`src/rtl/core/fce_pkg.sv`:
```
// Shared types and constants for the pipe-to-CSV field escaper.
// Holds byte codes, sequencer state and kind enums, and the emit struct.
// No dependencies.
package fce_pkg;

	// Default buffer depth in bytes
	localparam int FIELD_BYTES_DEF = 28;

	// Byte codes
	localparam logic [7:0] BYTE_PIPE    = 8'd124;
	localparam logic [7:0] BYTE_NEWLINE = 8'd10;
	localparam logic [7:0] BYTE_QUOTE   = 8'd34;
	localparam logic [7:0] BYTE_COMMA   = 8'd44;
	localparam logic [7:0] BYTE_SPACE   = 8'd32;

	// Sequencer states
	typedef enum logic [3:0] {
		ST_IDLE,
		ST_SEP_COMMA,
		ST_SEP_SPACE,
		ST_OPEN,
		ST_READ,
		ST_DATA,
		ST_DUP,
		ST_CLOSE,
		ST_LINE
	} state_t;

	// What the accepted input byte was
	typedef enum logic [1:0] {
		K_BYTE,
		K_PIPE,
		K_LINE
	} kind_t;

	// One output byte offered by the sequencer
	typedef struct packed {
		logic       valid;
		logic [7:0] data;
		logic       last;
		logic       trunc;
	} emit_t;

endpackage

```
`src/rtl/core/fce_ram.sv`:
```
// Generic single-port-write, single-port-read RAM with registered read.
// Read data holds its value while no read is issued.
// No dependencies.
module fce_ram #(
	parameter int DATA_W = 8,
	parameter int DEPTH  = 28,
	parameter int ADDR_W = (DEPTH > 1) ? $clog2(DEPTH) : 1
) (
	input  logic              clk,
	input  logic              we,
	input  logic [ADDR_W-1:0] waddr,
	input  logic [DATA_W-1:0] wdata,
	input  logic              re,
	input  logic [ADDR_W-1:0] raddr,
	output logic [DATA_W-1:0] rdata
);

	logic [DATA_W-1:0] mem_q [DEPTH];

	// Write port
	always_ff @(posedge clk) begin
		if (we) begin
			mem_q[waddr] <= wdata;
		end
	end

	// Registered read port
	always_ff @(posedge clk) begin
		if (re) begin
			rdata <= mem_q[raddr];
		end
	end

endmodule

```
`src/rtl/core/fce_ctrl.sv`:
```
// Field sequencer: buffers field bytes into the field RAM and replays a
// finished field with quoting, separators and newline. Uses fce_pkg.
module fce_ctrl #(
	parameter int FIELD_BYTES = fce_pkg::FIELD_BYTES_DEF,
	parameter int AW = (FIELD_BYTES > 1) ? $clog2(FIELD_BYTES) : 1,
	parameter int LW = $clog2(FIELD_BYTES + 1)
) (
	input  logic            clk,
	input  logic            arst_n,
	input  logic            in_valid,
	output logic            in_ready,
	input  logic [7:0]      in_byte,
	input  logic            out_free,
	output fce_pkg::emit_t  emit,
	output logic            ram_we,
	output logic [AW-1:0]   ram_waddr,
	output logic [7:0]      ram_wdata,
	output logic            ram_re,
	output logic [AW-1:0]   ram_raddr,
	input  logic [7:0]      ram_rdata
);

	import fce_pkg::*;

	state_t          state_q, state_d;
	kind_t           kind_q, kind_d;
	logic [LW-1:0]   len_q, len_d;
	logic [AW-1:0]   idx_q, idx_d;
	logic            quote_q, quote_d;
	logic            comma_q, comma_d;
	logic            sep_q, sep_d;
	logic            ovf_q, ovf_d;

	logic            wrap;
	logic            has_data;
	logic            last_idx;
	logic            go_field;
	logic            go_done;
	logic            advance;

	assign wrap     = quote_q | comma_q;
	assign has_data = (len_q != '0);
	assign last_idx = ((LW'(idx_q) + LW'(1)) == len_q);

	// Control registers
	always_ff @(posedge clk or negedge arst_n) begin
		if (!arst_n) begin
			state_q <= ST_IDLE;
			kind_q  <= K_BYTE;
			len_q   <= '0;
			idx_q   <= '0;
			quote_q <= 1'b0;
			comma_q <= 1'b0;
			sep_q   <= 1'b0;
			ovf_q   <= 1'b0;
		end else begin
			state_q <= state_d;
			kind_q  <= kind_d;
			len_q   <= len_d;
			idx_q   <= idx_d;
			quote_q <= quote_d;
			comma_q <= comma_d;
			sep_q   <= sep_d;
			ovf_q   <= ovf_d;
		end
	end

	// Next state, RAM access and emitted byte
	always_comb begin
		state_d   = state_q;
		kind_d    = kind_q;
		len_d     = len_q;
		idx_d     = idx_q;
		quote_d   = quote_q;
		comma_d   = comma_q;
		sep_d     = sep_q;
		ovf_d     = ovf_q;
		emit      = '0;
		in_ready  = (state_q == ST_IDLE);
		ram_we    = 1'b0;
		ram_waddr = len_q[AW-1:0];
		ram_wdata = in_byte;
		ram_re    = 1'b0;
		ram_raddr = idx_q;
		go_field  = 1'b0;
		go_done   = 1'b0;
		advance   = 1'b0;

		unique case (state_q)
			ST_IDLE: begin
				if (in_valid) begin
					if (in_byte == BYTE_PIPE) begin
						kind_d = K_PIPE;
						if (sep_q) begin
							sep_d   = 1'b0;
							state_d = ST_SEP_COMMA;
						end else begin
							go_field = 1'b1;
						end
					end else if (in_byte == BYTE_NEWLINE) begin
						kind_d = K_LINE;
						sep_d  = 1'b0;
						// trailing pipe: the empty last field is dropped
						if (sep_q) begin
							state_d = ST_LINE;
						end else begin
							go_field = 1'b1;
						end
					end else begin
						kind_d = K_BYTE;
						if (sep_q) begin
							sep_d   = 1'b0;
							state_d = ST_SEP_COMMA;
						end
						if (len_q < LW'(FIELD_BYTES)) begin
							ram_we = 1'b1;
							len_d  = len_q + LW'(1);
							if (in_byte == BYTE_QUOTE) begin
								quote_d = 1'b1;
							end
							if (in_byte == BYTE_COMMA) begin
								comma_d = 1'b1;
							end
						end else begin
							ovf_d = 1'b1;
						end
					end
				end
			end
			ST_SEP_COMMA: begin
				if (out_free) begin
					emit.valid = 1'b1;
					emit.data  = BYTE_COMMA;
					state_d    = ST_SEP_SPACE;
				end
			end
			ST_SEP_SPACE: begin
				if (out_free) begin
					emit.valid = 1'b1;
					emit.data  = BYTE_SPACE;
					emit.last  = (kind_q == K_BYTE) ||
						((kind_q == K_PIPE) && !wrap && !has_data);
					if (kind_q == K_BYTE) begin
						state_d = ST_IDLE;
					end else begin
						go_field = 1'b1;
					end
				end
			end
			ST_OPEN: begin
				if (out_free) begin
					emit.valid = 1'b1;
					emit.data  = BYTE_QUOTE;
					emit.trunc = ovf_q;
					idx_d      = '0;
					state_d    = has_data ? ST_READ : ST_CLOSE;
				end
			end
			ST_READ: begin
				ram_re  = 1'b1;
				state_d = ST_DATA;
			end
			ST_DATA: begin
				if (out_free) begin
					emit.valid = 1'b1;
					emit.data  = ram_rdata;
					emit.trunc = ovf_q;
					emit.last  = (kind_q == K_PIPE) && !wrap &&
						(ram_rdata != BYTE_QUOTE) && last_idx;
					if (ram_rdata == BYTE_QUOTE) begin
						state_d = ST_DUP;
					end else begin
						advance = 1'b1;
					end
				end
			end
			ST_DUP: begin
				if (out_free) begin
					emit.valid = 1'b1;
					emit.data  = BYTE_QUOTE;
					emit.trunc = ovf_q;
					emit.last  = (kind_q == K_PIPE) && !wrap && last_idx;
					advance    = 1'b1;
				end
			end
			ST_CLOSE: begin
				if (out_free) begin
					emit.valid = 1'b1;
					emit.data  = BYTE_QUOTE;
					emit.trunc = ovf_q;
					emit.last  = (kind_q == K_PIPE);
					go_done    = 1'b1;
				end
			end
			ST_LINE: begin
				if (out_free) begin
					emit.valid = 1'b1;
					emit.data  = BYTE_NEWLINE;
					emit.last  = 1'b1;
					len_d      = '0;
					quote_d    = 1'b0;
					comma_d    = 1'b0;
					ovf_d      = 1'b0;
					sep_d      = 1'b0;
					state_d    = ST_IDLE;
				end
			end
			default: begin
				state_d = ST_IDLE;
			end
		endcase

		// Step to next stored byte, or finish the field body
		if (advance) begin
			if (!last_idx) begin
				idx_d   = idx_q + AW'(1);
				state_d = ST_READ;
			end else if (wrap) begin
				state_d = ST_CLOSE;
			end else begin
				go_done = 1'b1;
			end
		end

		// Start of field replay
		if (go_field) begin
			if (wrap) begin
				state_d = ST_OPEN;
			end else if (has_data) begin
				idx_d   = '0;
				state_d = ST_READ;
			end else begin
				go_done = 1'b1;
			end
		end

		// Field finished: a pipe clears and arms the separator, a newline
		// goes on to emit the line end
		if (go_done) begin
			if (kind_d == K_PIPE) begin
				len_d   = '0;
				quote_d = 1'b0;
				comma_d = 1'b0;
				ovf_d   = 1'b0;
				sep_d   = 1'b1;
				state_d = ST_IDLE;
			end else begin
				state_d = ST_LINE;
			end
		end
	end

endmodule

```
`src/rtl/core/pipe_to_csv_field_escaper.sv`:
```
// Top level of the pipe-to-CSV field escaper: field RAM, sequencer and
// output register. Depends on fce_pkg, fce_ram and fce_ctrl.
//
//  channel | dir | signals                         | beat
//  s_*     | in  | s_tvalid s_tready s_tdata[7:0]  | one text byte
//  m_*     | out | m_tvalid m_tready m_tdata[7:0]  | one CSV byte, m_tlast ends the run
//          |     | m_tlast m_tuser                 | of one input beat
//
// An ordinary byte is accepted in idle, then emits the ", " separator
// first if one is owed. A pipe or newline is accepted, then the field is
// replayed from the field RAM: each stored byte is read, then emitted, with
// an extra step per doubled quote and per framing byte (quotes, separator,
// newline); the single RAM read port sets this read-then-emit order.
// Reset is asynchronous and needs no clearing pass. A stalled m_tready holds
// the sequencer; the output register lets the next input beat be taken
// while the last result beat still waits.
module pipe_to_csv_field_escaper #(
	parameter int FIELD_BYTES = fce_pkg::FIELD_BYTES_DEF
) (
	input  logic       clk,
	input  logic       arst_n,
	input  logic       s_tvalid,
	output logic       s_tready,
	input  logic [7:0] s_tdata,   // [7:0] in_byte
	output logic       m_tvalid,
	input  logic       m_tready,
	output logic [7:0] m_tdata,   // [7:0] out_byte
	output logic       m_tlast,
	output logic       m_tuser    // [0] truncated
);

	import fce_pkg::*;

	localparam int AW = (FIELD_BYTES > 1) ? $clog2(FIELD_BYTES) : 1;
	localparam int LW = $clog2(FIELD_BYTES + 1);

	emit_t         emit;
	logic          out_free;
	logic          ram_we;
	logic [AW-1:0] ram_waddr;
	logic [7:0]    ram_wdata;
	logic          ram_re;
	logic [AW-1:0] ram_raddr;
	logic [7:0]    ram_rdata;

	logic          out_valid_q;
	logic [7:0]    out_data_q;
	logic          out_last_q;
	logic          out_trunc_q;

	fce_ram #(
		.DATA_W (8),
		.DEPTH  (FIELD_BYTES),
		.ADDR_W (AW)
	) u_field_ram (
		.clk   (clk),
		.we    (ram_we),
		.waddr (ram_waddr),
		.wdata (ram_wdata),
		.re    (ram_re),
		.raddr (ram_raddr),
		.rdata (ram_rdata)
	);

	fce_ctrl #(
		.FIELD_BYTES (FIELD_BYTES),
		.AW          (AW),
		.LW          (LW)
	) u_ctrl (
		.clk       (clk),
		.arst_n    (arst_n),
		.in_valid  (s_tvalid),
		.in_ready  (s_tready),
		.in_byte   (s_tdata),
		.out_free  (out_free),
		.emit      (emit),
		.ram_we    (ram_we),
		.ram_waddr (ram_waddr),
		.ram_wdata (ram_wdata),
		.ram_re    (ram_re),
		.ram_raddr (ram_raddr),
		.ram_rdata (ram_rdata)
	);

	// Output register may load when empty or being drained
	assign out_free = !out_valid_q || m_tready;

	always_ff @(posedge clk or negedge arst_n) begin
		if (!arst_n) begin
			out_valid_q <= 1'b0;
		end else if (out_free) begin
			out_valid_q <= emit.valid;
		end
	end

	// Output payload
	always_ff @(posedge clk) begin
		if (out_free && emit.valid) begin
			out_data_q  <= emit.data;
			out_last_q  <= emit.last;
			out_trunc_q <= emit.trunc;
		end
	end

	assign m_tvalid = out_valid_q;
	assign m_tdata  = out_data_q;
	assign m_tlast  = out_last_q;
	assign m_tuser  = out_trunc_q;

endmodule

```
`config.mk`:
```
export PLATFORM = sky130hd
export DESIGN_NAME = pipe_to_csv_field_escaper
export DESIGN_NICKNAME = d
export VERILOG_FILES = /design/src/rtl/core/fce_pkg.sv /design/src/rtl/core/fce_ram.sv /design/src/rtl/core/fce_ctrl.sv /design/src/rtl/core/pipe_to_csv_field_escaper.sv
export SDC_FILE = /design/constraint.sdc
export NUM_CORES = 1
export LEC_CHECK = 0
export BUFFER_PORTS_ARGS = -buffer_cell sky130_fd_sc_hd__buf_2
export CORE_ASPECT_RATIO = 0.75
export CORE_MARGIN = 1.5
export CORE_UTILIZATION = 40
export DETAILED_ROUTE_END_ITERATION = 10
export PLACE_DENSITY = 0.51
export SLEW_MARGIN = 0
export SYNTH_ARGS = -nofsm -noshare
export SYNTH_HDL_FRONTEND = slang
export SYNTH_SLANG_ARGS = --single-unit
```
`constraint.sdc`:
```
create_clock -name clk -period 3.6 [get_ports clk]
set_input_delay 0.18 -clock clk [delete_from_list [all_inputs] [get_ports clk]]
set_output_delay 0.18 -clock clk [all_outputs]
set_load 0.01 [all_outputs]
```
==> metrics.cfg <==
[run_status]
status=finished with violations
violations=DRC

[final_layout]
final_nets=683
fill_cells=2315
finalNonFillerCells=1038
drive_gt1_share_pct=26.2
mostFrequentLayoutCell=edfxtp_1
seqCellArea_um2=7800
stdcell_area_um2=12600
layout_common_cells=242 x edfxtp_1, 64 x mux4_2, 52 x nor2_1, 31 x nand2_1, 29 x buf_4
area_growth_pct=15.1
multi_input_area_um2=2980

[global_routing]
use_met3_pct=3.58
grt_pass1_vias=5883
top_usage_layer=met1
grt_first_pass_wirelength_mm=39.5
grt_antenna_before_repair=0
grt-ovfl-total=0
use_met1_pct=30.2
met2_usage_pct=27.0
grt_max_degree=43
gr-usage-all-layers_pct=19.0

[cts]
htreeDepth=1
cts.sinks=263
post_cts_resized=0
insertion_delay_ns=0.54
path_clk_slew_ns=0.06
cts_tree=yes
clock-root-buffer=clkbuf_16
cts_buffer_depth=3
cts_inserted_buffers=27

[hold_path]
min_to=u_ctrl.kind_q[1]
min_path_type=in -> reg
whs_path_depth=3
hp-start=s_tvalid

[flow_run]
timing.max_cap.violations=0

[power]
switching_share_pct=30.2
pwr_density_cell_nw_per_um2=751
p_comb_share_pct=27.5
p_leak_nw=4.08
seqPwrFrac_pct=42.4
clockPowerShare_pct=30.1
p_int_mw=6.60
p_sw_mw=2.86
ir_drop_mv=0.351

[drt]
drc=8
firstDrtPassIters=8
wire_per_inst_um=25.4
wl_mm=26.4
via_per_inst=5.74
drt_iter0_drc=672
final_antenna_net_count=0
vias=5954

[timing]
tightest_slew_ns=0.992
rsz0062_at_grt=false
timing.fmax_mhz=349
whs_ns=0.0527
drv_slew=0
fin_crit_sh_pct=79.7
maxSlewHeadroom_pct=33.3
min_period_ns=2.87
finalSetupViolCount=0
finalHoldViolCount=0
setup-tns-final_ns=0
fin_skew_ns=0.0170

[critical_path]
worst_setup_path_end_kind=flip-flop
ff2ff_path_depth=5
critPathKind=reg -> reg
r2r_end=u_field_ram.mem_q[23][7]
r2r-start=u_ctrl.state_q[3]
required_ns=3.77
start_kind=flip-flop
crit_path_max_fanout=17
r2r_slack_ns=0.73
arrival_ns=3.04

[logic_synthesis]
synth_cell_types=59
netlist_area_um2=10900
ys_seq_area_share_pct=71.2
avgSynthCellArea_um2=18.0
synth_ff_type=edfxtp_1
syn-num-nets=626
yosys_register_bits=263
synth.yosys.warnings=0
synth_edf_count=242
async_flop_share_pct=7.98
postSynthCellCount=609

[floorplanning]
core_area_um2=26900
die_w_um=194
dieArea_um2=28400
die_h_um=146
initial_core_util_pct=40.6
pin_count=24
std_cell_rows=52

[place]
portBuffers=23
place_inst=984
globalplace.congestion=0.821
placed_area_um2=11600
hpwl_mm=17.6

Yosys cell counts (5+ instances only):
master | n | share of area (%)
edfxtp_1 | 242 | 66
mux4_2 | 64 | 13
nor2_1 | 52 | 1.8
nand2_1 | 31 | 1.1
dfrtp_1 | 21 | 4.8
clkbuf_1 | 20 | 0.69
o21ai_0 | 18 | 0.82
nand2b_1 | 11 | 0.63
a21oi_1 | 10 | 0.46
buf_2 | 8 | 0.37
mux2_2 | 8 | 0.82
mux2i_1 | 8 | 0.73
inv_1 | 7 | 0.24
nor3_1 | 7 | 0.32
and2_1 | 6 | 0.34
and3_1 | 6 | 0.34
or3_1 | 6 | 0.34
a31oi_1 | 5 | 0.29
ha_1 | 5 | 0.57
nor4b_1 | 5 | 0.40
stage by stage:
| stage | setup slack, ns | util, % | power (mW) |
|---|---|---|---|
| after global routing | 0.539 | 46.7 | 9.89 |
| after CTS | 0.736 | 46.7 | 9.53 |
| after detailed placement | 0.744 | 43.2 | 6.68 |
| final | 0.732 | 46.7 | 9.46 |
| after floorplan | 1.04 | - | 5.76 |
| after global placement | 0.818 | 43.2 | 6.67 |
layout make-up:
type,count,area share [%]
antenna,1,0.0199
clock buffer,30,5.46
clock inverter,19,1.71
inverter,8,0.239
multi-input combinational,307,23.7
sequential,263,62.0
tap,351,3.49
timing repair buffer,59,3.44
worst max-delay path by stage:
stage	depth (start not counted)	endpoint	startpoint	slack, ns
after floorplan	7	u_field_ram.mem_q[10][0]	u_ctrl.state_q[3]	1.04
after global placement	6	u_field_ram.mem_q[19][3]	u_ctrl.state_q[3]	0.82
after detailed placement	5	u_field_ram.mem_q[16][3]	u_ctrl.state_q[3]	0.74
after CTS	5	u_field_ram.mem_q[16][1]	u_ctrl.state_q[3]	0.74
after global routing	5	u_field_ram.mem_q[16][1]	u_ctrl.state_q[3]	0.54
final	5	u_field_ram.mem_q[23][7]	u_ctrl.state_q[3]	0.73
cells by family (layout without fill, tap and decap cells):
group	after synthesis	count (layout)	share of synthesized area (%)
and+or+nand+nor	152	152	7.23
other	0	1	0
DFF	263	263	71.2
buffers and inverters	39	116	1.50
muxes	80	80	14.7
AOI/OAI and AO/OA	64	64	4.24
adders and majority gates	5	5	0.572
xor gates and xnor gates	6	6	0.480
power groups by stage:
stage               sequential, mW  clock (mW)  combinational (mW)
floorplan                     3.83           0                1.93
global placement              4.07           0                2.60
detailed placement            4.08           0                2.60
CTS                           4.02        2.90                2.62
global route                  4.06        3.01                2.82
finish                        4.01        2.84                2.60
flip-flops by register name (all words and copies together) (netlist names):
name               count
u_ctrl.ram_raddr       5
m_tuser                1
u_field_ram.rdata      8
u_ctrl.comma_q         1
u_ctrl.ram_waddr       5
m_tvalid               1
u_ctrl.kind_q          2
u_field_ram.mem_q    224
u_ctrl.ovf_q           1
u_ctrl.sep_q           1
u_ctrl.state_q         4
u_ctrl.quote_q         1
m_tdata                8
m_tlast                1
worst max-delay path: stages (launching register included):
cell and delay (ns):
dfrtp_1 0.56, nor4_4 0.37, and3_1 0.22, and3_1 0.32
nand2_1 0.39, nor2_1 0.64
what timing repair did:
item,CTS,global route
buffers inserted,0,0
hold endpoints to repair,25,3
hold buffers,3,1
metal layers:
layer / wire length [um] / part of all wire, %
met3: 1710 / 6.5
met1: 12900 / 49
met4: 446 / 1.7
met5: 0 / 0
met2: 11300 / 43
No activity file was read; power rests on OpenSTA's default activity.
